===== src/hw/rtl/tagm_pkg.sv =====
// Shared constants, types and elaboration-time index functions for the
// tree automorphism generator multiplier. No dependencies.
package tagm_pkg;

  localparam int TREE_DEPTH_DEF = 6;
  localparam int KEY_W          = 42;
  localparam int FUNC_W         = 3;

  // Generator codes; the unused codes act as the identity.
  typedef enum logic [FUNC_W-1:0] {
    FUNC_ID = 3'd0,
    FUNC_A  = 3'd1,
    FUNC_B  = 3'd2,
    FUNC_C  = 3'd3,
    FUNC_D  = 3'd4
  } func_t;

  // Vertices are held in heap order: level l, vertex v sits at 2^l - 1 + v.
  function automatic int heap_idx(input int lvl, input int v);
    return (1 << lvl) - 1 + v;
  endfunction

  // From level three on, vertices at 3, 5 and 7 mod 8 are not stored in a key.
  function automatic bit is_rebuilt(input int lvl, input int v);
    int r;
    r = v % 8;
    return (lvl >= 3) && ((r == 3) || (r == 5) || (r == 7));
  endfunction

  // Key bit that carries a stored vertex.
  function automatic int key_pos(input int lvl, input int v);
    int pos;
    pos = 0;
    for (int l = 0; l < lvl; l++) begin
      for (int w = 0; w < (1 << l); w++) begin
        if (!is_rebuilt(l, w)) pos++;
      end
    end
    for (int w = 0; w < v; w++) begin
      if (!is_rebuilt(lvl, w)) pos++;
    end
    return pos;
  endfunction

  // Number of key bits that a tree of the given depth uses.
  function automatic int key_bits(input int depth);
    return key_pos(depth, 0);
  endfunction

  // Heap index of the vertex held at a key bit.
  function automatic int pos_to_heap(input int pos);
    int cnt;
    int res;
    cnt = 0;
    res = 0;
    for (int l = 0; l < 6; l++) begin
      for (int w = 0; w < (1 << l); w++) begin
        if (!is_rebuilt(l, w)) begin
          if (cnt == pos) res = heap_idx(l, w);
          cnt++;
        end
      end
    end
    return res;
  endfunction

  // Heap index of a vertex, or the sentinel when the vertex lies outside the tree.
  function automatic int vsel(input int lvl, input int v, input int sentinel);
    int res;
    res = sentinel;
    if (lvl >= 0 && lvl <= 5) begin
      if (v >= 0 && v < (1 << lvl)) res = heap_idx(lvl, v);
    end
    return res;
  endfunction

endpackage


===== src/hw/rtl/tagm_unpack.sv =====
// First pipeline stage: expands a packed key into a full portrait, rebuilding
// the unstored vertices, and forms the generator portrait. Uses tagm_pkg.
module tagm_unpack #(
  parameter int DEPTH = tagm_pkg::TREE_DEPTH_DEF,
  parameter int NV    = (1 << DEPTH) - 1
) (
  input  logic                       clk,
  input  logic                       rst_n,
  input  logic                       vld_i,
  input  logic [tagm_pkg::KEY_W-1:0] key_i,
  input  logic [tagm_pkg::FUNC_W-1:0] func_i,
  output logic                       vld_o,
  output logic [NV-1:0]              a_o,
  output logic [NV-1:0]              b_o
);
  import tagm_pkg::*;

  function automatic logic [NV-1:0] gen_mask(input int skip);
    logic [NV-1:0] m;
    m = '0;
    for (int i = 1; i < DEPTH; i++) begin
      if ((i % 3) != skip) m[heap_idx(i, (1 << i) - 2)] = 1'b1;
    end
    return m;
  endfunction

  localparam logic [NV-1:0] GEN_B = gen_mask(0);
  localparam logic [NV-1:0] GEN_C = gen_mask(2);
  localparam logic [NV-1:0] GEN_D = gen_mask(1);

  logic [NV-1:0] elem;
  logic [NV:0]   pad;
  logic [NV-1:0] gen_nxt;
  logic          vld_r;
  logic [NV-1:0] a_r;
  logic [NV-1:0] b_r;

  // The top bit of pad is a constant zero that stands for vertices off the tree.
  assign pad = {1'b0, elem};

  for (genvar gi = 0; gi < DEPTH; gi++) begin : g_lvl
    for (genvar gj = 0; gj < (1 << gi); gj++) begin : g_vtx
      localparam int IDX = heap_idx(gi, gj);
      if (!is_rebuilt(gi, gj)) begin : g_stored
        assign elem[IDX] = key_i[key_pos(gi, gj)];
      end else if ((gj % 8) == 3) begin : g_r3
        localparam int T0 = vsel(gi, gj - 1, NV);
        localparam int T1 = vsel(gi, gj - 2, NV);
        localparam int T2 = vsel(gi, gj - 3, NV);
        localparam int T3 = vsel(gi - 1, gj / 2, NV);
        localparam int T4 = vsel(gi - 1, gj / 2 - 1, NV);
        localparam int T5 = vsel(gi - 2, gj / 4 + 1, NV);
        assign elem[IDX] = pad[T0] ^ pad[T1] ^ pad[T2] ^ pad[T3] ^ pad[T4] ^ pad[T5];
      end else if ((gj % 8) == 5) begin : g_r5
        localparam int T0 = vsel(gi, gj - 1, NV);
        localparam int T1 = vsel(gi, gj - 4, NV);
        localparam int T2 = vsel(gi, gj - 5, NV);
        localparam int T3 = vsel(gi - 1, gj / 2 + 1, NV);
        localparam int T4 = vsel(gi - 1, gj / 2 - 1, NV);
        localparam int T5 = vsel(gi - 2, gj / 4, NV);
        localparam int T6 = vsel(gi - 2, gj / 4 - 1, NV);
        assign elem[IDX] = pad[T0] ^ pad[T1] ^ pad[T2] ^ pad[T3] ^ pad[T4]
                         ^ (pad[T5] & pad[T6]);
      end else begin : g_r7
        localparam int T0 = vsel(gi, gj - 1, NV);
        localparam int T1 = vsel(gi, gj - 2, NV);
        localparam int T2 = vsel(gi, gj - 3, NV);
        localparam int T3 = vsel(gi - 1, gj / 2, NV);
        localparam int T4 = vsel(gi - 1, gj / 2 - 1, NV);
        localparam int T5 = vsel(gi - 2, gj / 4 - 1, NV);
        assign elem[IDX] = pad[T0] ^ pad[T1] ^ pad[T2] ^ pad[T3] ^ pad[T4] ^ pad[T5];
      end
    end
  end

  always_comb begin
    gen_nxt = '0;
    case (func_i)
      FUNC_ID: gen_nxt = '0;
      FUNC_A:  gen_nxt[0] = 1'b1;
      FUNC_B:  gen_nxt = GEN_B;
      FUNC_C:  gen_nxt = GEN_C;
      FUNC_D:  gen_nxt = GEN_D;
      default: gen_nxt = '0;
    endcase
  end

  always_ff @(posedge clk) begin
    if (!rst_n) begin
      vld_r <= 1'b0;
    end else begin
      vld_r <= vld_i;
    end
  end

  always_ff @(posedge clk) begin
    a_r <= elem;
    b_r <= gen_nxt;
  end

  assign vld_o = vld_r;
  assign a_o   = a_r;
  assign b_o   = b_r;

endmodule


===== src/hw/rtl/tagm_perm.sv =====
// One composition stage: the element's activity at level LEVEL swaps the
// halves of the generator's subtrees below that level. Uses tagm_pkg.
module tagm_perm #(
  parameter int DEPTH = tagm_pkg::TREE_DEPTH_DEF,
  parameter int NV    = (1 << DEPTH) - 1,
  parameter int LEVEL = 0
) (
  input  logic          clk,
  input  logic          rst_n,
  input  logic          vld_i,
  input  logic [NV-1:0] a_i,
  input  logic [NV-1:0] b_i,
  output logic          vld_o,
  output logic [NV-1:0] a_o,
  output logic [NV-1:0] b_o
);
  import tagm_pkg::*;

  logic [NV-1:0] b_nxt;
  logic          vld_r;
  logic [NV-1:0] a_r;
  logic [NV-1:0] b_r;

  for (genvar gi = 0; gi < DEPTH; gi++) begin : g_lvl
    for (genvar gj = 0; gj < (1 << gi); gj++) begin : g_vtx
      localparam int IDX = heap_idx(gi, gj);
      if (gi <= LEVEL) begin : g_keep
        assign b_nxt[IDX] = b_i[IDX];
      end else begin : g_swap
        localparam int SH   = gi - LEVEL;
        localparam int AIDX = heap_idx(LEVEL, gj >> SH);
        localparam int SIDX = heap_idx(gi, gj ^ (1 << (SH - 1)));
        assign b_nxt[IDX] = a_i[AIDX] ? b_i[SIDX] : b_i[IDX];
      end
    end
  end

  always_ff @(posedge clk) begin
    if (!rst_n) begin
      vld_r <= 1'b0;
    end else begin
      vld_r <= vld_i;
    end
  end

  always_ff @(posedge clk) begin
    a_r <= a_i;
    b_r <= b_nxt;
  end

  assign vld_o = vld_r;
  assign a_o   = a_r;
  assign b_o   = b_r;

endmodule


===== src/hw/rtl/tagm_pack.sv =====
// Last pipeline stage: adds the permuted generator to the element at every
// vertex and packs the stored vertices into a key. Uses tagm_pkg.
module tagm_pack #(
  parameter int DEPTH = tagm_pkg::TREE_DEPTH_DEF,
  parameter int NV    = (1 << DEPTH) - 1
) (
  input  logic                       clk,
  input  logic                       rst_n,
  input  logic                       vld_i,
  input  logic [NV-1:0]              a_i,
  input  logic [NV-1:0]              b_i,
  output logic                       vld_o,
  output logic [tagm_pkg::KEY_W-1:0] key_o
);
  import tagm_pkg::*;

  localparam int KB = key_bits(DEPTH);

  logic [NV-1:0]    res;
  logic [KEY_W-1:0] key_nxt;
  logic             vld_r;
  logic [KEY_W-1:0] key_r;

  assign res = a_i ^ b_i;

  for (genvar gp = 0; gp < KEY_W; gp++) begin : g_pos
    if (gp < KB) begin : g_used
      assign key_nxt[gp] = res[pos_to_heap(gp)];
    end else begin : g_unused
      assign key_nxt[gp] = 1'b0;
    end
  end

  always_ff @(posedge clk) begin
    if (!rst_n) begin
      vld_r <= 1'b0;
    end else begin
      vld_r <= vld_i;
    end
  end

  always_ff @(posedge clk) begin
    key_r <= key_nxt;
  end

  assign vld_o = vld_r;
  assign key_o = key_r;

endmodule


===== src/hw/rtl/tree_automorphism_generator_multiply.sv =====
// Throughput: one item per cycle; busy is always low. The pipeline holds one
// register stage for unpacking, one per tree level but the last for composition,
// and one for packing. Synchronous active-low reset clears the valid bits only.
// Depends on tagm_pkg, tagm_unpack, tagm_perm and tagm_pack.
module tree_automorphism_generator_multiply #(
  parameter int TREE_DEPTH = tagm_pkg::TREE_DEPTH_DEF
) (
  input  logic                        clk,
  input  logic                        rst_n,
  input  logic                        start,
  output logic                        busy,
  input  logic [tagm_pkg::KEY_W-1:0]  in_element_key,
  input  logic [tagm_pkg::FUNC_W-1:0] in_func,
  output logic                        out_valid,
  output logic [tagm_pkg::KEY_W-1:0]  out_product_key
);
  import tagm_pkg::*;

  localparam int NV = (1 << TREE_DEPTH) - 1;

  logic [TREE_DEPTH-1:0]         vld_s;
  logic [TREE_DEPTH-1:0][NV-1:0] a_s;
  logic [TREE_DEPTH-1:0][NV-1:0] b_s;

  // Every cycle can take a transfer; nothing inside ever holds the input off.
  assign busy = 1'b0;

  tagm_unpack #(
    .DEPTH (TREE_DEPTH),
    .NV    (NV)
  ) u_unpack (
    .clk    (clk),
    .rst_n  (rst_n),
    .vld_i  (start),
    .key_i  (in_element_key),
    .func_i (in_func),
    .vld_o  (vld_s[0]),
    .a_o    (a_s[0]),
    .b_o    (b_s[0])
  );

  for (genvar gk = 0; gk < TREE_DEPTH - 1; gk++) begin : g_perm
    tagm_perm #(
      .DEPTH (TREE_DEPTH),
      .NV    (NV),
      .LEVEL (gk)
    ) u_perm (
      .clk   (clk),
      .rst_n (rst_n),
      .vld_i (vld_s[gk]),
      .a_i   (a_s[gk]),
      .b_i   (b_s[gk]),
      .vld_o (vld_s[gk+1]),
      .a_o   (a_s[gk+1]),
      .b_o   (b_s[gk+1])
    );
  end

  tagm_pack #(
    .DEPTH (TREE_DEPTH),
    .NV    (NV)
  ) u_pack (
    .clk   (clk),
    .rst_n (rst_n),
    .vld_i (vld_s[TREE_DEPTH-1]),
    .a_i   (a_s[TREE_DEPTH-1]),
    .b_i   (b_s[TREE_DEPTH-1]),
    .vld_o (out_valid),
    .key_o (out_product_key)
  );

endmodule


===== config.mk =====
export PLATFORM = sky130hd
export DESIGN_NAME = tree_automorphism_generator_multiply
export DESIGN_NICKNAME = d
export VERILOG_FILES = /design/src/hw/rtl/tagm_pkg.sv /design/src/hw/rtl/tagm_unpack.sv /design/src/hw/rtl/tagm_perm.sv /design/src/hw/rtl/tagm_pack.sv /design/src/hw/rtl/tree_automorphism_generator_multiply.sv
export SDC_FILE = /design/constraint.sdc
export NUM_CORES = 1
export LEC_CHECK = 0
export ABC_AREA = 1
export ABC_CLOCK_PERIOD_IN_PS = 1300
export BUFFER_PORTS_ARGS = -buffer_cell sky130_fd_sc_hd__buf_2
export CORE_AREA = 3 3 209 211
export CTS_BUF_LIST = sky130_fd_sc_hd__clkbuf_8
export DETAILED_ROUTE_END_ITERATION = 10
export DIE_AREA = 0 0 212 214
export GPL_TIMING_DRIVEN = 0
export SYNTH_ARGS = -nofsm -noshare
export SYNTH_HDL_FRONTEND = slang
export SYNTH_SLANG_ARGS = --single-unit

===== constraint.sdc =====
create_clock -name clk -period 1.3 [get_ports clk]
set_clock_uncertainty 0.2 [all_clocks]
set_input_delay 0.065 -clock clk [delete_from_list [all_inputs] [get_ports clk]]
set_output_delay 0.065 -clock clk [all_outputs]
set_load 0.02 [all_outputs]

==> results <==
- The number of antenna violations at the first check in global routing was 4.
- The DRC violation total after the first TritonRoute iteration is 200.
- The die is about 210 um wide.
- The worst stage delay on the critical path is ~0.34 ns.
- In this run the number of cells on the critical path is 1.
- The final layout contains 1136 nets.
- Sequential elements use a little over four fifths of the synthesized area.
- The largest buffer count on any clock path is 3.
- Walking the worst path, the cells encountered are buf_6.
- After routing the design area is 15310 um2.
- The effective utilization at floorplan is a little over a quarter.
- Of the cells placed in the final design, the portion with a size suffix greater than 1 is 23.71%.
- Setup slack on the critical path of the routed design comes to -0.01185 ns.
- The layout overhead on the synthesized area is 35.22%.
- The count of input and output buffers is 90.
- In this run the cell area measured after placement is 12450 um2.
- The kind of start point of the critical path is a flip-flop.
- The max-slew violation total from the final report is 0.
- For the worst-skew pair, the clock arrives at the later sink with an insertion delay of around 0.6 ns.
- Fill cells in the final layout number ~4000.
- The clock sink count is approximately 480.
- The mapped cell area is approximately 11000 um2.
- In this run the remaining antenna-violating nets after routing total 0.
- The startpoint identified for the worst register-to-register timing path is u_unpack.a_o[0]$_DFF_P_.
- The post-placement worst setup slack is -0.04176 ns.
- The clock tree synthesis step divided the H-tree into 3 levels.
- The via density per instance is ~3.3.
- Global routing consumed, over all layers together, 7.768% of the routing resources.
- The Yosys step of the flow raised 0 warnings.
- The largest driver fanout on the critical path is 1.
- The average cell area after synthesis is ~14 um2.
- The startpoint identified for the worst hold timing path is in_element_key[10].
- Max-cap violations in this run came to 0.
- The worst register-to-register path has a depth of 1.
- The vertical die dimension is ~210 um.
- In this run, distinct cell masters in the synthesized netlist total 18.
- In this run the worst setup path begins at u_pack.key_o[4]$_DFF_P_.
- Detailed placement finished with a half-perimeter wire length of between 9000 and 10000 um.
- The clock share of power is 42.9%.
- The count of final hold-check violations came to 0.
- The worst supply voltage drop on vdd is ~0.6 mV.
- The detail-routed net length per standard cell is between 9 and 10 um.
- Summing internal, switching and leakage power gives just under 30 mW.
- In this run, CTS created clock tree buffers numbering 75.
- The maximum number of pins on one net before global-route repair is 11.
- The I/O pin total is 92.
- Sequential cells account for about 53% of the total power.
- The leakage power figure is about 7 nW.
- Static timing analysis puts the maximum clock frequency at around 760 MHz.
- The tightest min-delay check is of the in2reg type.
- The core region is roughly 42000 um2.
- The die outline area is roughly 45000 um2.
- The cell count after synthesis came out at roughly 830.
- The first detailed-routing pass ran for 4 iterations.
- The setup path with the least slack is of type reg2out.
- The post-synth net total is slightly below 900.
- The total net switching power is ~6.2 mW.
- Among cell families on the critical path, the largest total delay comes from flip-flops.
- The relative contribution of combinational cells to total power is 3.8%.
- The first global-routing pass estimated approximately 28000 um of wire.
- The number of setup buffers added after CTS is 0.
- The top cell types in the final layout, fill and taps aside, are sky130_fd_sc_hd__dfxtp_1 (434), sky130_fd_sc_hd__inv_1 (124), sky130_fd_sc_hd__clkbuf_8 (94).
- Internal power comes to 23.54 mW.
- The number of placement rows is between 70 and 80.
- The clock tree root buffer cell is sky130_fd_sc_hd__clkbuf_8.
- TritonCTS built the clock tree.
- The setup-violating endpoint count in the final report is 6.
- Counting I/O delays and the setup requirement, the final critical path takes approximately 1.3 ns.
- Counting instances, the worst hold path has a depth of 2.
- The slowest stage of the critical path belongs to the cell sky130_fd_sc_hd__dfxtp_2.
- The switching power as a share of total power is 20.92%.
- The run finished, with violations left.
- The routability congestion estimate from global placement is between 0.6 and 0.7.
- After global routing the overflow that remains totals 0.
- The leading cell type in the layout, fill and taps excluded is sky130_fd_sc_hd__dfxtp_1.
- The total power divided by cell area is ~1900 nW/um2.
- The final critical-path share of the clock period is 100.9%.
- The via count of the first global-routing pass was 6082.
- Setup repair after global routing could not meet its margin everywhere.
- For the worst setup path, the data required time is 1.03 ns.
- Clock-pin slew was measured on the worst setup and hold paths at around 0.06 ns.
- The final wirelength is between 15000 and 20000 um.
- The synthesized flop and latch total is between 400 and 500.
- For this block, the via count after detailed routing is 5631.
- The worst setup path is captured at an output pin.
- Counting both buffers and inverters, the worst setup path holds a total of 1.
- The detailed-route DRC error count is 0.
- The final reports fail on setup timing.
- The arrival time of data at the critical path endpoint is approximately 1.1 ns.
## power by group through the flow
stage                     sequential [mW]  clock (mW)  combinational [mW]
after floorplan                      16.2           0               0.391
after global placement               16.2           0               0.775
after detailed placement             16.2           0               0.793
after CTS                            15.9        13.3                1.12
after global routing                 16.0        14.0                1.24
final                                15.9        12.8                1.12
## synthesized netlist by cell type
| master | instances | area share, % |
|---|---|---|
| sky130_fd_sc_hd__inv_2 | 4 | 0.13 |
| sky130_fd_sc_hd__nand2_1 | 85 | 2.8 |
| sky130_fd_sc_hd__nor2_2 | 1 | 0.055 |
| sky130_fd_sc_hd__nand3_1 | 9 | 0.40 |
| sky130_fd_sc_hd__xnor2_1 | 12 | 0.93 |
| sky130_fd_sc_hd__or2_1 | 1 | 0.055 |
| sky130_fd_sc_hd__nand2_2 | 7 | 0.39 |
| sky130_fd_sc_hd__nor3_1 | 1 | 0.044 |
| sky130_fd_sc_hd__o21bai_1 | 1 | 0.066 |
| sky130_fd_sc_hd__buf_6 | 3 | 0.30 |
| sky130_fd_sc_hd__inv_1 | 110 | 3.6 |
| sky130_fd_sc_hd__buf_4 | 1 | 0.066 |
| sky130_fd_sc_hd__xnor2_2 | 3 | 0.43 |
| sky130_fd_sc_hd__o21ai_0 | 2 | 0.088 |
| sky130_fd_sc_hd__conb_1 | 1 | 0.033 |
| sky130_fd_sc_hd__dfxtp_1 | 477 | 84 |
| sky130_fd_sc_hd__xor2_1 | 56 | 4.3 |
| sky130_fd_sc_hd__nor2_1 | 57 | 1.9 |
## registers in the layout, summed over array words and instances, names as in the netlist
register and count:
g_perm.u_perm.a_o 243, g_perm.u_perm.b_o 130, g_perm.u_perm.vld_o 5, u_pack.key_o 42, u_pack.vld_o 1, u_unpack.a_o 51, u_unpack.b_o 4, u_unpack.vld_o 1
## area by class of cell
type / instances / area [um2] / area share [%]
tap: 539 / 674.4 / 4.405
multi-input combinational: 236 / 1349 / 8.809
antenna: 4 / 10.01 / 0.06538
inverter: 114 / 427.9 / 2.795
clock inverter: 34 / 282.8 / 1.847
sequential: 477 / 9603 / 62.72
buffer: 2 / 22.52 / 0.1471
timing repair buffer: 182 / 1648 / 10.76
clock buffer: 94 / 1294 / 8.450
## cells by family (layout without fill, tap and decap cells)
kind of cell	after synthesis	after routing	synth area share, %
compound gates	3	3	0.1547
xor+xnor	71	71	5.691
buf+inv	118	426	4.144
flops	477	477	84.33
other cells	1	5	0.03312
simple gates	161	161	5.646
## path summary, 6_finish.rpt
check | to | slack, ns
setup reg to reg | g_perm[0].u_perm.b_o[5]$_SDFF_PP0_ | 0.40
hold reg to reg | g_perm[3].u_perm.a_o[0]$_DFF_P_ | 0.12
hold / removal | u_unpack.a_o[11]$_DFF_P_ | 0.05
setup / recovery | out_product_key[4] | -0.01
## through the flow
| stage | hold WS (ns) | utilization, % | cells | TNS, ns |
|---|---|---|---|---|
| after floorplan | -0.1073 | - | 831 | 0 |
| after global placement | -0.03286 | 29.68 | 1460 | -0.06040 |
| after detailed placement | -0.03141 | 29.68 | 1460 | -0.08395 |
| after CTS | 0.005236 | 36.40 | 1680 | -2.684 |
| after global routing | 0.01432 | 36.50 | 1682 | -2.328 |
| final | 0.04630 | 36.50 | 1682 | -0.02171 |
## per-layer routing
layer  vias to the layer above  track usage, %  part of all wire, %
li1                       2973               -                    -
met1                      2473           8.029                   41
met2                       132           12.58                   48
met3                        53           2.988                  6.8
met4                         0           6.073                  4.2
met5                         -               0                    0
## repair_timing
action | 4_1_cts | 5_1_grt
setup endpoints to repair | 43 | 46
cloned | 0 | 0
gates resized for setup | 129 | 16
pin swaps | 0 | 5
endpoints found under the hold margin | 62 | 0
hold buffers | 92 | 0
Power figures use the tool's default switching activity.
